--- config.mk ---
export PLATFORM = sky130hd
export DESIGN_NAME = load_cell_piece_counter
export DESIGN_NICKNAME = d
export VERILOG_FILES = /design/src/lcpc_pkg.sv /design/src/lcpc_fifo.sv /design/src/lcpc_front.sv /design/src/lcpc_div.sv /design/src/lcpc_back.sv /design/src/load_cell_piece_counter.sv
export SDC_FILE = /design/constraint.sdc
export NUM_CORES = 1
export LEC_CHECK = 0
export ABC_CLOCK_PERIOD_IN_PS = 7100
export CORE_AREA = 4 4 413 211
export CTS_CLUSTER_SIZE = 16
export DETAILED_ROUTE_END_ITERATION = 6
export DIE_AREA = 0 0 417 215
export DONT_BUFFER_PORTS = 1
export PLACE_DENSITY = 0.45
export SETUP_SLACK_MARGIN = 0.05
export SYNTH_ARGS = -nofsm -noshare
export SYNTH_HDL_FRONTEND = slang
export SYNTH_HIERARCHICAL = 1
export SYNTH_SLANG_ARGS = --single-unit
--- constraint.sdc ---
create_clock -name aclk -period 7.1 [get_ports aclk]
set_input_delay 1.775 -clock aclk [delete_from_list [all_inputs] [get_ports aclk]]
set_output_delay 1.775 -clock aclk [all_outputs]
set_load 0.02 [all_outputs]
--- src/lcpc_pkg.sv ---
package lcpc_pkg;

    localparam int SAMPLE_BITS = 24;
    localparam int MAX_AVERAGE = 64;
    localparam int SUM_W       = 31;
    localparam int CNT_W       = 7;
    localparam int SCALE_W     = 16;
    localparam int WEIGHT_W    = 25;
    localparam int DIVISOR_W   = 24;
    localparam int Q_LONG      = 31;
    localparam int Q_SHORT     = 24;
    localparam int STEP_W      = 5;
    localparam int IN_DATA_W   = 24;
    localparam int OUT_DATA_W  = 56;
    localparam int QUEUE_DEPTH = 2;
    localparam int QPTR_W      = 1;
    localparam int CFG_IDX_W   = 2;
    localparam int CFG_DATA_W  = 16;

    localparam logic [1:0] CMD_SAMPLE = 2'd0;
    localparam logic [1:0] CMD_TARE   = 2'd1;
    localparam logic [1:0] CMD_REF    = 2'd2;

    localparam logic [CFG_IDX_W-1:0] REG_WEIGHT_SAMPLES = 2'd0;
    localparam logic [CFG_IDX_W-1:0] REG_TARE_SAMPLES   = 2'd1;
    localparam logic [CFG_IDX_W-1:0] REG_SCALE_DIVISOR  = 2'd2;

    localparam logic [CNT_W-1:0]   WEIGHT_SAMPLES_RST = 7'd10;
    localparam logic [CNT_W-1:0]   TARE_SAMPLES_RST   = 7'd5;
    localparam logic [SCALE_W-1:0] SCALE_DIVISOR_RST  = 16'd440;

    typedef enum logic [1:0] {
        KIND_WEIGHT = 2'd0,
        KIND_TARE   = 2'd1,
        KIND_REF    = 2'd2
    } kind_t;

    typedef enum logic [1:0] {
        OP_TARE_START,
        OP_REF_REQ,
        OP_AVG_TARE,
        OP_AVG_WEIGH
    } op_t;

    typedef enum logic [2:0] {
        B_IDLE,
        B_AVG,
        B_SCALE,
        B_COUNT,
        B_OUT
    } back_state_t;

    typedef struct packed {
        op_t              op;
        logic [SUM_W-1:0] sum;
        logic [CNT_W-1:0] n;
    } job_t;

    typedef struct packed {
        logic                 start;
        logic                 short_op;
        logic [SUM_W-1:0]     dividend;
        logic [DIVISOR_W-1:0] divisor;
    } div_req_t;

    typedef struct packed {
        logic                 done;
        logic [SUM_W-1:0]     quotient;
        logic [DIVISOR_W-1:0] remainder;
    } div_rsp_t;

    function automatic logic [CNT_W-1:0] clamp_count(input logic [CNT_W-1:0] n);
        logic [CNT_W-1:0] r;
        if (n == '0) begin
            r = CNT_W'(1);
        end else if (n > CNT_W'(MAX_AVERAGE)) begin
            r = CNT_W'(MAX_AVERAGE);
        end else begin
            r = n;
        end
        return r;
    endfunction

endpackage

--- src/lcpc_fifo.sv ---
module lcpc_fifo (
    input  logic            aclk,
    input  logic            aresetn,
    input  logic            push,
    input  lcpc_pkg::job_t  push_job,
    output logic            full,
    input  logic            pop,
    output lcpc_pkg::job_t  head_job,
    output logic            empty
);

    lcpc_pkg::job_t mem [lcpc_pkg::QUEUE_DEPTH];

    logic [lcpc_pkg::QPTR_W-1:0] wr_ptr_reg, wr_ptr_next;
    logic [lcpc_pkg::QPTR_W-1:0] rd_ptr_reg, rd_ptr_next;
    logic [lcpc_pkg::QPTR_W:0]   count_reg, count_next;

    assign full     = (count_reg == (lcpc_pkg::QPTR_W+1)'(lcpc_pkg::QUEUE_DEPTH));
    assign empty    = (count_reg == '0);
    assign head_job = mem[rd_ptr_reg];

    always_comb begin
        wr_ptr_next = wr_ptr_reg;
        rd_ptr_next = rd_ptr_reg;
        count_next  = count_reg;
        if (push) begin
            wr_ptr_next = wr_ptr_reg + 1'b1;
        end
        if (pop) begin
            rd_ptr_next = rd_ptr_reg + 1'b1;
        end
        if (push && !pop) begin
            count_next = count_reg + 1'b1;
        end else if (pop && !push) begin
            count_next = count_reg - 1'b1;
        end
    end

    always_ff @(posedge aclk) begin
        if (!aresetn) begin
            wr_ptr_reg <= '0;
            rd_ptr_reg <= '0;
            count_reg  <= '0;
        end else begin
            wr_ptr_reg <= wr_ptr_next;
            rd_ptr_reg <= rd_ptr_next;
            count_reg  <= count_next;
        end
    end

    always_ff @(posedge aclk) begin
        if (push) begin
            mem[wr_ptr_reg] <= push_job;
        end
    end

endmodule

--- src/lcpc_front.sv ---
module lcpc_front (
    input  logic                            aclk,
    input  logic                            aresetn,
    input  logic                            s_tvalid,
    output logic                            s_tready,
    input  logic [lcpc_pkg::IN_DATA_W-1:0]  s_tdata,
    input  logic [1:0]                      s_tuser,
    input  logic [lcpc_pkg::CNT_W-1:0]      weight_samples,
    input  logic [lcpc_pkg::CNT_W-1:0]      tare_samples,
    input  logic                            queue_full,
    output logic                            push,
    output lcpc_pkg::job_t                  push_job
);

    logic [lcpc_pkg::SUM_W-1:0] sum_reg, sum_next;
    logic [lcpc_pkg::CNT_W-1:0] idx_reg, idx_next;
    logic                       tare_reg, tare_next;

    logic                           accept;
    logic [lcpc_pkg::SAMPLE_BITS-1:0] offset_word;
    logic [lcpc_pkg::SUM_W-1:0]     sum_add;
    logic [lcpc_pkg::CNT_W-1:0]     idx_inc;
    logic [lcpc_pkg::CNT_W-1:0]     n_cur;

    assign s_tready = !queue_full;
    assign accept   = s_tvalid && s_tready;

    // two's complement to offset binary: flip the top bit
    assign offset_word = {~s_tdata[lcpc_pkg::SAMPLE_BITS-1],
                          s_tdata[lcpc_pkg::SAMPLE_BITS-2:0]};
    assign sum_add = sum_reg + lcpc_pkg::SUM_W'(offset_word);
    assign idx_inc = idx_reg + 1'b1;
    assign n_cur   = lcpc_pkg::clamp_count(tare_reg ? tare_samples : weight_samples);

    always_comb begin
        sum_next  = sum_reg;
        idx_next  = idx_reg;
        tare_next = tare_reg;
        push      = 1'b0;
        push_job  = '{op: lcpc_pkg::OP_AVG_WEIGH, sum: sum_add, n: n_cur};
        if (accept) begin
            case (s_tuser)
                lcpc_pkg::CMD_TARE: begin
                    tare_next   = 1'b1;
                    sum_next    = '0;
                    idx_next    = '0;
                    push        = 1'b1;
                    push_job.op = lcpc_pkg::OP_TARE_START;
                end
                lcpc_pkg::CMD_REF: begin
                    // ignored while a tare is running
                    if (!tare_reg) begin
                        push        = 1'b1;
                        push_job.op = lcpc_pkg::OP_REF_REQ;
                    end
                end
                lcpc_pkg::CMD_SAMPLE: begin
                    if (idx_inc >= n_cur) begin
                        push        = 1'b1;
                        push_job.op = tare_reg ? lcpc_pkg::OP_AVG_TARE
                                               : lcpc_pkg::OP_AVG_WEIGH;
                        sum_next    = '0;
                        idx_next    = '0;
                        tare_next   = 1'b0;
                    end else begin
                        sum_next = sum_add;
                        idx_next = idx_inc;
                    end
                end
                default: begin
                end
            endcase
        end
    end

    always_ff @(posedge aclk) begin
        if (!aresetn) begin
            sum_reg  <= '0;
            idx_reg  <= '0;
            tare_reg <= 1'b0;
        end else begin
            sum_reg  <= sum_next;
            idx_reg  <= idx_next;
            tare_reg <= tare_next;
        end
    end

endmodule

--- src/lcpc_div.sv ---
module lcpc_div (
    input  logic                aclk,
    input  logic                aresetn,
    input  lcpc_pkg::div_req_t  req,
    output lcpc_pkg::div_rsp_t  rsp
);

    logic [lcpc_pkg::DIVISOR_W-1:0] rem_reg, rem_next;
    logic [lcpc_pkg::SUM_W-1:0]     quo_reg, quo_next;
    logic [lcpc_pkg::DIVISOR_W-1:0] dvs_reg, dvs_next;
    logic [lcpc_pkg::STEP_W-1:0]    step_reg, step_next;
    logic                           done_reg, done_next;

    logic [lcpc_pkg::DIVISOR_W:0]   shifted;
    logic [lcpc_pkg::DIVISOR_W+1:0] trial;
    logic                           fits;

    assign shifted = {rem_reg, quo_reg[lcpc_pkg::SUM_W-1]};
    assign trial   = {1'b0, shifted} - {2'b00, dvs_reg};
    assign fits    = !trial[lcpc_pkg::DIVISOR_W+1];

    always_comb begin
        rem_next  = rem_reg;
        quo_next  = quo_reg;
        dvs_next  = dvs_reg;
        step_next = step_reg;
        done_next = 1'b0;
        if (req.start) begin
            rem_next = '0;
            dvs_next = req.divisor;
            if (req.short_op) begin
                // align a short dividend to the top so fewer steps are needed
                quo_next  = {req.dividend[lcpc_pkg::Q_SHORT-1:0],
                             {(lcpc_pkg::SUM_W-lcpc_pkg::Q_SHORT){1'b0}}};
                step_next = lcpc_pkg::STEP_W'(lcpc_pkg::Q_SHORT);
            end else begin
                quo_next  = req.dividend;
                step_next = lcpc_pkg::STEP_W'(lcpc_pkg::Q_LONG);
            end
        end else if (step_reg != '0) begin
            rem_next  = fits ? trial[lcpc_pkg::DIVISOR_W-1:0]
                             : shifted[lcpc_pkg::DIVISOR_W-1:0];
            quo_next  = {quo_reg[lcpc_pkg::SUM_W-2:0], fits};
            step_next = step_reg - 1'b1;
            done_next = (step_reg == lcpc_pkg::STEP_W'(1));
        end
    end

    always_ff @(posedge aclk) begin
        if (!aresetn) begin
            step_reg <= '0;
            done_reg <= 1'b0;
        end else begin
            step_reg <= step_next;
            done_reg <= done_next;
        end
    end

    always_ff @(posedge aclk) begin
        rem_reg <= rem_next;
        quo_reg <= quo_next;
        dvs_reg <= dvs_next;
    end

    assign rsp = '{done: done_reg, quotient: quo_reg, remainder: rem_reg};

endmodule

--- src/lcpc_back.sv ---
module lcpc_back (
    input  logic                            aclk,
    input  logic                            aresetn,
    input  lcpc_pkg::job_t                  job,
    input  logic                            job_empty,
    output logic                            job_pop,
    input  logic [lcpc_pkg::SCALE_W-1:0]    scale_divisor,
    output logic                            m_tvalid,
    input  logic                            m_tready,
    output logic [lcpc_pkg::OUT_DATA_W-1:0] m_tdata,
    output logic [1:0]                      m_tuser
);

    localparam int WW = lcpc_pkg::WEIGHT_W;
    localparam int DW = lcpc_pkg::DIVISOR_W;

    lcpc_pkg::div_req_t div_req;
    lcpc_pkg::div_rsp_t div_rsp;

    lcpc_div u_div (
        .aclk    (aclk),
        .aresetn (aresetn),
        .req     (div_req),
        .rsp     (div_rsp)
    );

    lcpc_pkg::back_state_t state_reg, state_next;

    logic                       is_tare_reg, is_tare_next;
    logic                       neg_reg, neg_next;
    logic [WW-1:0]              w_reg, w_next;
    logic                       ref_pending_reg, ref_pending_next;
    logic [DW-1:0]              zero_offset_reg, zero_offset_next;
    logic [WW-1:0]              ref_weight_reg, ref_weight_next;
    logic                       ref_valid_reg, ref_valid_next;
    logic [WW-1:0]              last_event_reg, last_event_next;
    lcpc_pkg::kind_t            res_kind_reg, res_kind_next;
    logic [WW-1:0]              res_w_reg, res_w_next;
    logic [WW-1:0]              res_cnt_reg, res_cnt_next;
    logic                       res_valid_reg, res_valid_next;
    logic                       res_ev_reg, res_ev_next;
    logic                       m_valid_reg, m_valid_next;
    logic [lcpc_pkg::OUT_DATA_W-1:0] out_data_reg, out_data_next;
    logic [1:0]                 out_kind_reg, out_kind_next;

    // average and tared difference
    logic [DW-1:0]              avg;
    logic [WW-1:0]              diff;
    logic [WW-1:0]              diff_neg;
    logic [DW-1:0]              diff_mag;
    logic [lcpc_pkg::SCALE_W-1:0] scale_eff;
    // scaled weight
    logic [DW-1:0]              scale_q;
    logic [WW-1:0]              q25;
    logic [WW-1:0]              w_new;
    logic                       store_ref;
    logic [WW-1:0]              ref_neg;
    logic [DW-1:0]              ref_abs;
    // piece count and change event
    logic [WW-1:0]              qc;
    logic [WW-1:0]              qs;
    logic [WW-1:0]              rc;
    logic [WW-1:0]              rs;
    logic                       round_up;
    logic [WW-1:0]              cnt;
    logic [WW:0]                d;
    logic [WW:0]                d_abs;
    logic                       ev;

    assign avg       = div_rsp.quotient[DW-1:0];
    assign diff      = {1'b0, avg} - {1'b0, zero_offset_reg};
    assign diff_neg  = -diff;
    assign diff_mag  = diff[WW-1] ? diff_neg[DW-1:0] : diff[DW-1:0];
    assign scale_eff = (scale_divisor == '0) ? lcpc_pkg::SCALE_W'(1) : scale_divisor;

    assign scale_q   = div_rsp.quotient[DW-1:0];
    assign q25       = {1'b0, scale_q};
    assign w_new     = neg_reg ? -q25 : q25;
    assign store_ref = ref_pending_reg && (scale_q != '0);
    assign ref_neg   = -ref_weight_reg;
    assign ref_abs   = ref_weight_reg[WW-1] ? ref_neg[DW-1:0] : ref_weight_reg[DW-1:0];

    // truncating signed division: quotient sign from both, remainder from dividend
    assign qc       = {1'b0, div_rsp.quotient[DW-1:0]};
    assign qs       = (w_reg[WW-1] ^ ref_weight_reg[WW-1]) ? -qc : qc;
    assign rc       = {1'b0, div_rsp.remainder};
    assign rs       = w_reg[WW-1] ? -rc : rc;
    assign round_up = $signed({rs, 1'b0}) >= $signed({ref_weight_reg[WW-1], ref_weight_reg});
    assign cnt      = qs + WW'(round_up);
    assign d        = {w_reg[WW-1], w_reg} - {last_event_reg[WW-1], last_event_reg};
    assign d_abs    = d[WW] ? -d : d;
    assign ev       = $signed({1'b0, d_abs, 1'b0})
                      >= $signed({{3{ref_weight_reg[WW-1]}}, ref_weight_reg});

    always_comb begin
        state_next       = state_reg;
        is_tare_next     = is_tare_reg;
        neg_next         = neg_reg;
        w_next           = w_reg;
        ref_pending_next = ref_pending_reg;
        zero_offset_next = zero_offset_reg;
        ref_weight_next  = ref_weight_reg;
        ref_valid_next   = ref_valid_reg;
        last_event_next  = last_event_reg;
        res_kind_next    = res_kind_reg;
        res_w_next       = res_w_reg;
        res_cnt_next     = res_cnt_reg;
        res_valid_next   = res_valid_reg;
        res_ev_next      = res_ev_reg;
        m_valid_next     = m_valid_reg && !m_tready;
        out_data_next    = out_data_reg;
        out_kind_next    = out_kind_reg;
        job_pop          = 1'b0;
        div_req          = '0;

        case (state_reg)
            lcpc_pkg::B_IDLE: begin
                if (!job_empty) begin
                    job_pop = 1'b1;
                    case (job.op)
                        lcpc_pkg::OP_TARE_START: ref_pending_next = 1'b0;
                        lcpc_pkg::OP_REF_REQ:    ref_pending_next = 1'b1;
                        lcpc_pkg::OP_AVG_TARE, lcpc_pkg::OP_AVG_WEIGH: begin
                            div_req.start    = 1'b1;
                            div_req.short_op = 1'b0;
                            div_req.dividend = job.sum;
                            div_req.divisor  = DW'(job.n);
                            is_tare_next     = (job.op == lcpc_pkg::OP_AVG_TARE);
                            state_next       = lcpc_pkg::B_AVG;
                        end
                        default: begin
                        end
                    endcase
                end
            end
            lcpc_pkg::B_AVG: begin
                if (div_rsp.done) begin
                    if (is_tare_reg) begin
                        zero_offset_next = avg;
                        res_kind_next    = lcpc_pkg::KIND_TARE;
                        res_w_next       = '0;
                        res_cnt_next     = '0;
                        res_valid_next   = 1'b0;
                        res_ev_next      = 1'b0;
                        state_next       = lcpc_pkg::B_OUT;
                    end else begin
                        neg_next         = diff[WW-1];
                        div_req.start    = 1'b1;
                        div_req.short_op = 1'b1;
                        div_req.dividend = lcpc_pkg::SUM_W'(diff_mag);
                        div_req.divisor  = DW'(scale_eff);
                        state_next       = lcpc_pkg::B_SCALE;
                    end
                end
            end
            lcpc_pkg::B_SCALE: begin
                if (div_rsp.done) begin
                    w_next        = w_new;
                    res_kind_next = lcpc_pkg::KIND_WEIGHT;
                    if (store_ref) begin
                        ref_weight_next  = w_new;
                        ref_valid_next   = 1'b1;
                        ref_pending_next = 1'b0;
                        res_kind_next    = lcpc_pkg::KIND_REF;
                    end
                    if (ref_valid_reg || store_ref) begin
                        div_req.start    = 1'b1;
                        div_req.short_op = 1'b1;
                        div_req.dividend = lcpc_pkg::SUM_W'(scale_q);
                        div_req.divisor  = store_ref ? scale_q : ref_abs;
                        state_next       = lcpc_pkg::B_COUNT;
                    end else begin
                        res_w_next     = w_new;
                        res_cnt_next   = '0;
                        res_valid_next = 1'b0;
                        res_ev_next    = 1'b0;
                        state_next     = lcpc_pkg::B_OUT;
                    end
                end
            end
            lcpc_pkg::B_COUNT: begin
                if (div_rsp.done) begin
                    res_w_next     = w_reg;
                    res_cnt_next   = cnt;
                    res_valid_next = 1'b1;
                    res_ev_next    = ev;
                    if (ev) begin
                        last_event_next = w_reg;
                    end
                    state_next = lcpc_pkg::B_OUT;
                end
            end
            lcpc_pkg::B_OUT: begin
                // load the output register once it is free or being drained
                if (!m_valid_reg || m_tready) begin
                    m_valid_next  = 1'b1;
                    out_kind_next = res_kind_reg;
                    out_data_next = {4'b0000, res_ev_reg, res_valid_reg,
                                     res_cnt_reg, res_w_reg};
                    state_next    = lcpc_pkg::B_IDLE;
                end
            end
            default: state_next = lcpc_pkg::B_IDLE;
        endcase
    end

    always_ff @(posedge aclk) begin
        if (!aresetn) begin
            state_reg       <= lcpc_pkg::B_IDLE;
            ref_pending_reg <= 1'b0;
            zero_offset_reg <= '0;
            ref_weight_reg  <= '0;
            ref_valid_reg   <= 1'b0;
            last_event_reg  <= '0;
            m_valid_reg     <= 1'b0;
        end else begin
            state_reg       <= state_next;
            ref_pending_reg <= ref_pending_next;
            zero_offset_reg <= zero_offset_next;
            ref_weight_reg  <= ref_weight_next;
            ref_valid_reg   <= ref_valid_next;
            last_event_reg  <= last_event_next;
            m_valid_reg     <= m_valid_next;
        end
    end

    always_ff @(posedge aclk) begin
        is_tare_reg   <= is_tare_next;
        neg_reg       <= neg_next;
        w_reg         <= w_next;
        res_kind_reg  <= res_kind_next;
        res_w_reg     <= res_w_next;
        res_cnt_reg   <= res_cnt_next;
        res_valid_reg <= res_valid_next;
        res_ev_reg    <= res_ev_next;
        out_data_reg  <= out_data_next;
        out_kind_reg  <= out_kind_next;
    end

    assign m_tvalid = m_valid_reg;
    assign m_tdata  = out_data_reg;
    assign m_tuser  = out_kind_reg;

endmodule

--- src/load_cell_piece_counter.sv ---
// Path: each average passes through the shared divider: 31 steps for the average, then, for a
// weight, 24 steps for the scaling and 24 for the piece count once a reference is held or stored.
// Throughput: one input transaction per cycle while the two-entry job queue has room; jobs are
// served one at a time by the one-bit-per-cycle shared divider, each after the last result is in the output register.
// Reset (aresetn low, synchronous): sums, phase, offset, reference, queue and output are cleared;
// registers return to weight_samples 10, tare_samples 5, scale_divisor 440.
module load_cell_piece_counter (
    input  logic                                aclk,
    input  logic                                aresetn,
    // input stream
    input  logic                                s_tvalid,
    output logic                                s_tready,
    input  logic [lcpc_pkg::IN_DATA_W-1:0]      s_tdata,   // [23:0] raw_word
    input  logic [1:0]                          s_tuser,   // [1:0] cmd
    // result stream
    output logic                                m_tvalid,
    input  logic                                m_tready,
    // [24:0] weight, [49:25] piece_count, [50] count_valid, [51] change_event, [55:52] zero
    output logic [lcpc_pkg::OUT_DATA_W-1:0]     m_tdata,
    output logic [1:0]                          m_tuser,   // [1:0] kind
    // configuration writes
    input  logic                                cfg_valid,
    output logic                                cfg_ready,
    input  logic [lcpc_pkg::CFG_IDX_W-1:0]      cfg_index,
    input  logic [lcpc_pkg::CFG_DATA_W-1:0]     cfg_data
);

    logic [lcpc_pkg::CNT_W-1:0]   weight_samples_reg, weight_samples_next;
    logic [lcpc_pkg::CNT_W-1:0]   tare_samples_reg, tare_samples_next;
    logic [lcpc_pkg::SCALE_W-1:0] scale_divisor_reg, scale_divisor_next;

    logic           queue_full;
    logic           queue_empty;
    logic           push;
    logic           pop;
    lcpc_pkg::job_t push_job;
    lcpc_pkg::job_t head_job;

    assign cfg_ready = 1'b1;

    always_comb begin
        weight_samples_next = weight_samples_reg;
        tare_samples_next   = tare_samples_reg;
        scale_divisor_next  = scale_divisor_reg;
        if (cfg_valid && cfg_ready) begin
            case (cfg_index)
                lcpc_pkg::REG_WEIGHT_SAMPLES: weight_samples_next = cfg_data[lcpc_pkg::CNT_W-1:0];
                lcpc_pkg::REG_TARE_SAMPLES:   tare_samples_next   = cfg_data[lcpc_pkg::CNT_W-1:0];
                lcpc_pkg::REG_SCALE_DIVISOR:  scale_divisor_next  = cfg_data;
                default: begin
                end
            endcase
        end
    end

    always_ff @(posedge aclk) begin
        if (!aresetn) begin
            weight_samples_reg <= lcpc_pkg::WEIGHT_SAMPLES_RST;
            tare_samples_reg   <= lcpc_pkg::TARE_SAMPLES_RST;
            scale_divisor_reg  <= lcpc_pkg::SCALE_DIVISOR_RST;
        end else begin
            weight_samples_reg <= weight_samples_next;
            tare_samples_reg   <= tare_samples_next;
            scale_divisor_reg  <= scale_divisor_next;
        end
    end

    lcpc_front u_front (
        .aclk           (aclk),
        .aresetn        (aresetn),
        .s_tvalid       (s_tvalid),
        .s_tready       (s_tready),
        .s_tdata        (s_tdata),
        .s_tuser        (s_tuser),
        .weight_samples (weight_samples_reg),
        .tare_samples   (tare_samples_reg),
        .queue_full     (queue_full),
        .push           (push),
        .push_job       (push_job)
    );

    lcpc_fifo u_fifo (
        .aclk     (aclk),
        .aresetn  (aresetn),
        .push     (push),
        .push_job (push_job),
        .full     (queue_full),
        .pop      (pop),
        .head_job (head_job),
        .empty    (queue_empty)
    );

    lcpc_back u_back (
        .aclk          (aclk),
        .aresetn       (aresetn),
        .job           (head_job),
        .job_empty     (queue_empty),
        .job_pop       (pop),
        .scale_divisor (scale_divisor_reg),
        .m_tvalid      (m_tvalid),
        .m_tready      (m_tready),
        .m_tdata       (m_tdata),
        .m_tuser       (m_tuser)
    );

endmodule

# Word-level counts from Yosys, hierarchy flattened

Memories as Yosys holds them, arrays and structs flattened. A register that Yosys moved wholly into a read port is not among the register bits.
Cells that the tools add are included.

Add/subtract/negate cells: 16
Order comparisons: 4
Equal/unequal tests: 24
Muxes and demuxes: 87
Bitwise operators: 6
Reduce and logical (&&, ||, !) cells: 46

Operators with widths:

| kind               | number |
|---|---|
| $mux 57            | 6 |
| $mux 25            | 11 |
| $pmux 57 s3        | 1 |
| $pmux 25 s3        | 2 |
| $mux 31            | 4 |
| $mux 24            | 4 |
| $pmux 31 s2        | 1 |
| $neg 24->25        | 2 |
| $neg 24->24        | 2 |
| $add 31x24->31     | 1 |
| $ge 28x25->1       | 1 |
| $mux 7             | 4 |
| $mux 3             | 9 |
| $ge 26x25->1       | 1 |
| $mux 26            | 1 |
| $neg 26->26        | 1 |
| $sub 25x24->26     | 1 |
| $sub 25x25->26     | 1 |
| $add 25x1->25      | 1 |
| $sub 24x24->25     | 1 |
| $reduce_bool 24->1 | 1 |
| $mux 1             | 22 |
| $mux 2             | 9 |
| $reduce_and 3->1   | 6 |
| other kinds (42)   | 90 |

Bits in registers: 373
Memory bits (writable): 80
Bits of input ports: 49
Output and inout port bits: 61
Logic and storage cells: 215
Memories: 1

Memory list:

| name       | depth | bits a word | rd ports | clocked after memory_dff | wr ports | RTL line        | text |
|---|---|---|---|---|---|---|---|
| u_fifo.mem | 2     | 40          | 1        | 1                        | 1        | lcpc_fifo.sv:12 | `lcpc_pkg::job_t mem [lcpc_pkg::QUEUE_DEPTH];` |

# Depth between registers and ports, before layout

Depth in word-level cells: 12
Depth in mapped cells: 27
Mapped depth without buffers: 27

# Hierarchy

The synthesis kept the hierarchy.

By module, submodules not included:

| module                  | instances | cells an instance | area each (um^2) | seq. area each (um^2) |
|---|---|---|---|---|
| lcpc_back               | 1         | 1,942             | 16,460.8         | 5,655.4 |
| lcpc_div                | 1         | 521               | 4,943.5          | 2,252.2 |
| lcpc_front              | 1         | 423               | 3,339.5          | 780.7 |
| lcpc_fifo               | 1         | 146               | 3,091.7          | 2,502.4 |
| load_cell_piece_counter | 1         | 128               | 1,232.4          | 600.6 |

# Worst setup path after synthesis

OpenSTA, ideal clock, no wires.

Kind: reg-to-reg
Start: register u_back/u_div/quo_reg[6] (netlist bit)
End: register u_back.res_cnt_reg[0], enable pin
Library setup time: 0.481 ns
Arrival time: 4.911 ns
Path slack: 1.709 ns
Cell stages (with the launch flop): 11
Buffers on the path: 2
Cells stage by stage: edfxtp_1 > buf_2 > nor4_2 > and4_1 > buf_2 > nand3_1 > or3_1 > and2_1 > nor2_1 > nand2_1 > a21oi_1

Word-level cells in the longest chain between the ends: 5

RTL lines:

| what                       | RTL line         | text |
|---|---|---|
| start: declaration         | lcpc_div.sv:9    | `logic [lcpc_pkg::SUM_W-1:0] quo_reg, quo_next;` |
| start signal: assignment   | lcpc_div.sv:61   | `quo_reg <= quo_next;` |
| $reduce_bool 24->1         | lcpc_back.sv:79  | `assign store_ref = ref_pending_reg && (scale_q != '0);` |
| $logic_and 1x1->1          | lcpc_back.sv:79  |  |
| $logic_or 1x1->1           | lcpc_back.sv:166 | `if (ref_valid_reg \|\| store_ref) begin` |
| $ne 2x2->1 (no line)       | --               |  |
| $reduce_and 6->1 (no line) | --               |  |
| end signal: assignment     | lcpc_back.sv:233 | `res_cnt_reg <= res_cnt_next;` |
| end: declaration           | lcpc_back.sv:39  | `logic [WW-1:0] res_cnt_reg, res_cnt_next;` |

Every way passes these cells.
A chain may end at the register's enable or synchronous reset.

# Worst setup path in the final report

Start: register u_back.w_reg[0]
End: register u_back.last_event_reg[3]

Word-level cells in the longest chain between the ends: 5

RTL lines:

| what                         | RTL line         | text |
|---|---|---|
| start: declaration           | lcpc_back.sv:31  | `logic [WW-1:0] w_reg, w_next;` |
| start signal: assignment     | lcpc_back.sv:230 | `w_reg <= w_next;` |
| $sub 25x25->26 *             | lcpc_back.sv:90  | `assign d = {w_reg[WW-1], w_reg} - {last_event_reg[WW-1], last_event_reg};` |
| $neg 26->26                  | lcpc_back.sv:91  | `assign d_abs = d[WW] ? -d : d;` |
| $mux 26 *                    | lcpc_back.sv:91  |  |
| $ge 28x25->1 *               | lcpc_back.sv:93  | `>= $signed({{3{ref_weight_reg[WW-1]}}, ref_weight_reg});` |
| $reduce_and 3->1 (no line) * | --               |  |
| end signal: assignment       | lcpc_back.sv:222 | `last_event_reg <= last_event_next;` |
| end: declaration             | lcpc_back.sv:36  | `logic [WW-1:0] last_event_reg, last_event_next;` |

Mark *: on every way between the ends. The rest lies on a longest branch, timed or not.

==> flow_summary.json <==
{
  "rows": 75,
  "start_util_pct": 34.88,
  "die_h_um": 215,
  "cts_tree": "yes",
  "crit_buf_inv": 2,
  "nets": 3308,
  "relSlewSlack_pct": -2.775,
  "p_per_area_nw_per_um2": 357.7,
  "drc_errors": 1,
  "worstHoldEndpoint": "u_back/m_tdata[15]",
  "cellLeakagePower_uw": 0.01191,
  "insertion_delay_ns": 0.62,
  "post_cts_resized": 0,
  "portBuffers": 0,
  "hold_buffers": 0,
  "end_kind": "flop",
  "synth.distinct_cells": 107,
  "syn_to_final_growth_pct": 9.306,
  "dp_cells": 4155,
  "largest_register_ff_count": 80,
  "ys_async_sr_fraction_pct": 0,
  "synth_top_area_share_pct": 27.89,
  "ys_seq_area_share_pct": 40.56,
  "largest_register": "u_fifo/mem",
  "clk_path_buf_depth": 3,
  "antenna_found_initial": 4,
  "maxCapViolations": 1,
  "slowest_delay_ns": 0.62,
  "fin_cells": 4246,
  "vias": 22892,
  "drive_gt1_share_pct": 7.734,
  "clkSlewWorstSetupHoldPaths_ns": 0.07,
  "synth_area_leaders": "edfxtp_1 (28%), dfxtp_1 (13%), ha_1 (7.1%)",
  "die_w_um": 417,
  "slew_violations": 4,
  "synth_area_sq_um": 29070,
  "max_freq_ghz": 0.1749,
  "crit_arrival_ns": 6.27,
  "first_pass_iters": 7,
  "min_period_over_period_pct": 80.55,
  "synthTopCellsByCount": "nand2_1 (392), edfxtp_1 (270), nor2_1 (235), a21oi_1 (191), dfxtp_1 (184)",
  "setup_viol": 0,
  "wl_per_cell_um": 20.83,
  "ir_drop_uv": 170.9,
  "cp_cell_sequence": "inv_1 -> ha_1 -> fa_1 -> nor2b_1 -> o2111ai_1 -> nand3_1 -> o21ai_0 -> o211ai_1 -> o31ai_1 -> nor4_1 -> and3_1 -> a31oi_1 -> xnor2_1 -> ha_1 -> nand4_1 -> nor3_1 -> a21oi_1 -> o31a_1 -> a21oi_4 -> buf_4 -> mux2i_1",
  "wl_um": 88450,
  "ys_warn_count": 6,
  "place_congestion": 0.8484,
  "synth_edf_count": 270,
  "grt_max_degree": 167,
  "worst_r2r_path_depth": 21,
  "final_hold_viol_count": 0,
  "coreArea_sq_um": 83330,
  "cts_setup_buffers": 0,
  "cts_num_sinks": 454,
  "fillCellCount": 8405,
  "r2r_end": "u_back/last_event_reg[3]",
  "fin_util_pct": 38.13,
  "syn_inst": 3160,
  "grt-ovfl-total": 0,
  "worstMarginPinSlew_ns": 1.528,
  "dieArea_sq_um": 89660,
  "yosysMostFrequentCell": "nand2_1",
  "skew_ns": 0.02699,
  "grt_pass1_vias": 22141,
  "ios": 110,
  "crit_required_ns": 7.65,
  "tns_ns": 0,
  "hpwl_um": 65110,
  "synth_area_per_cell_sq_um": 9.199,
  "rsz0062_at_grt": "no",
  "synth_ff_type": "edfxtp_1",
  "r2r_start": "u_back/w_reg[0]",
  "outcome": "finished, violations left",
  "htree_levels": 2,
  "hold_start": "u_back/res_w_reg[15]",
  "cts_buffers": 48,
  "yosysTopAreaCell": "edfxtp_1",
  "crit_fanout": 15,
  "grtUsageTotal_pct": 19.28,
  "ant_nets": 0,
  "critPathTopFamily": "simple AND/OR/NAND/NOR gates",
  "drt-initial-drc-count": 1786,
  "hold-path-cell-count": 0,
  "finalWorstSetupSlack_ns": 1.381,
  "vias_per_cell": 5.391,
  "crit_type": "flop to flop",
  "period_needed_ns": 5.719,
  "rrSetupSlack_ns": 1.38,
  "synth_seq_cells": 454,
  "startpoint_type": "flop",
  "cp_common_cell": "ha_1",
  "power_uw": 11370,
  "root_buffer": "clkbuf_16",
  "cpMaxStageDelayCell": "nor4_1",
  "violations": "DRC, capacitance limit, slew limit",
  "place_ws_ns": 1.394,
  "grt_pass1_wl_um": 136000,
  "min_path_type": "flop to flop"
}
-- layout by cell type (no fill, tap or decap), drive strengths merged, types with 19 or more instances in the layout --
master / netlist / routed
o21ai: 176 / 176
nand2b: 27 / 27
mux2: 44 / 44
a22oi: 47 / 47
a211oi: 31 / 31
clkbuf: 109 / 62
edfxtp: 270 / 270
o21a: 40 / 40
dfxtp: 184 / 184
ha: 166 / 166
nand4: 39 / 39
a21boi: 33 / 33
inv: 182 / 189
mux2i: 79 / 79
nor2: 237 / 237
and2: 19 / 19
nand2: 394 / 394
xnor2: 141 / 141
buf: 61 / 46
nor2b: 42 / 42
a21o: 48 / 48
nor4: 25 / 25
or3: 20 / 20
o211ai: 26 / 26
o211a: 27 / 27
nand3: 58 / 58
a22o: 19 / 19
a21oi: 195 / 195
o31ai: 27 / 27
xor2: 87 / 87
a31oi: 29 / 29
nor3: 56 / 56
and3: 36 / 36
-- power by group --
part	total, uW	internal (uW)	leakage [uW]	switching, uW
sequential	3560	3200	0.00414	364
combinational	5100	1860	0.00694	3240
clock	2700	1520	0.000824	1180
total	11400	6590	0.0119	4780
-- worst max-delay path by stage --
stage,startpoint,to,slack (ns),depth (start not counted)
3_3_place_gp,u_back/w_reg[0],u_back/last_event_reg[2],1.44,20
2_1_floorplan,u_back/u_div/quo_reg[6],u_back/res_cnt_reg[0],1.71,10
4_1_cts,u_back/w_reg[0],u_back/last_event_reg[3],1.36,20
3_5_place_dp,u_back/w_reg[0],u_back/last_event_reg[3],1.39,20
6_report,u_back/w_reg[0],u_back/last_event_reg[3],1.38,21
5_1_grt,u_back/w_reg[0],u_back/last_event_reg[5],0.94,21
-- cell families (layout without fill, tap and decap cells) --
| kind of cell | Yosys count | after routing | share of synthesized area (%) |
|---|---|---|---|
| AND/OR/NAND/NOR | 1020 | 1020 | 16.66 |
| AO/OA/AOI/OAI | 808 | 808 | 18.93 |
| flip-flops | 454 | 454 | 40.56 |
| buffers and inverters | 355 | 321 | 5.075 |
| XOR/XNOR | 228 | 228 | 6.896 |
| adder cells (fa/ha/maj) | 170 | 170 | 7.421 |
| multiplexers | 123 | 123 | 4.425 |
| other | 2 | 6 | 0.02584 |
-- metrics by stage --
stage                     hold slack (ns)  cell area, sq um
after floorplan                    0.4003             29080
after global placement             0.4026             30090
after detailed placement           0.4045             30090
after CTS                          0.4194             31770
after global routing               0.4214             31770
final                              0.4176             31770
-- metal layers --
metal	routed length [um]	GRT usage, %
met2	37880	29.47
met4	1540	3.804
met3	4786	3.466
met1	44240	28.49
met5	12	0
-- area by class of cell --
type	count	area, sq um	area share, %
sequential	454	11790	37.11
clock inverter	28	284.0	0.8939
clock buffer	62	1399	4.403
timing repair buffer	46	345.3	1.087
antenna	1	2.502	0.007876
tap	1116	1396	4.395
inverter	185	694.4	2.186
multi-input combinational	2354	15860	49.92
Note: power is estimated with default switching activity, not from simulation.
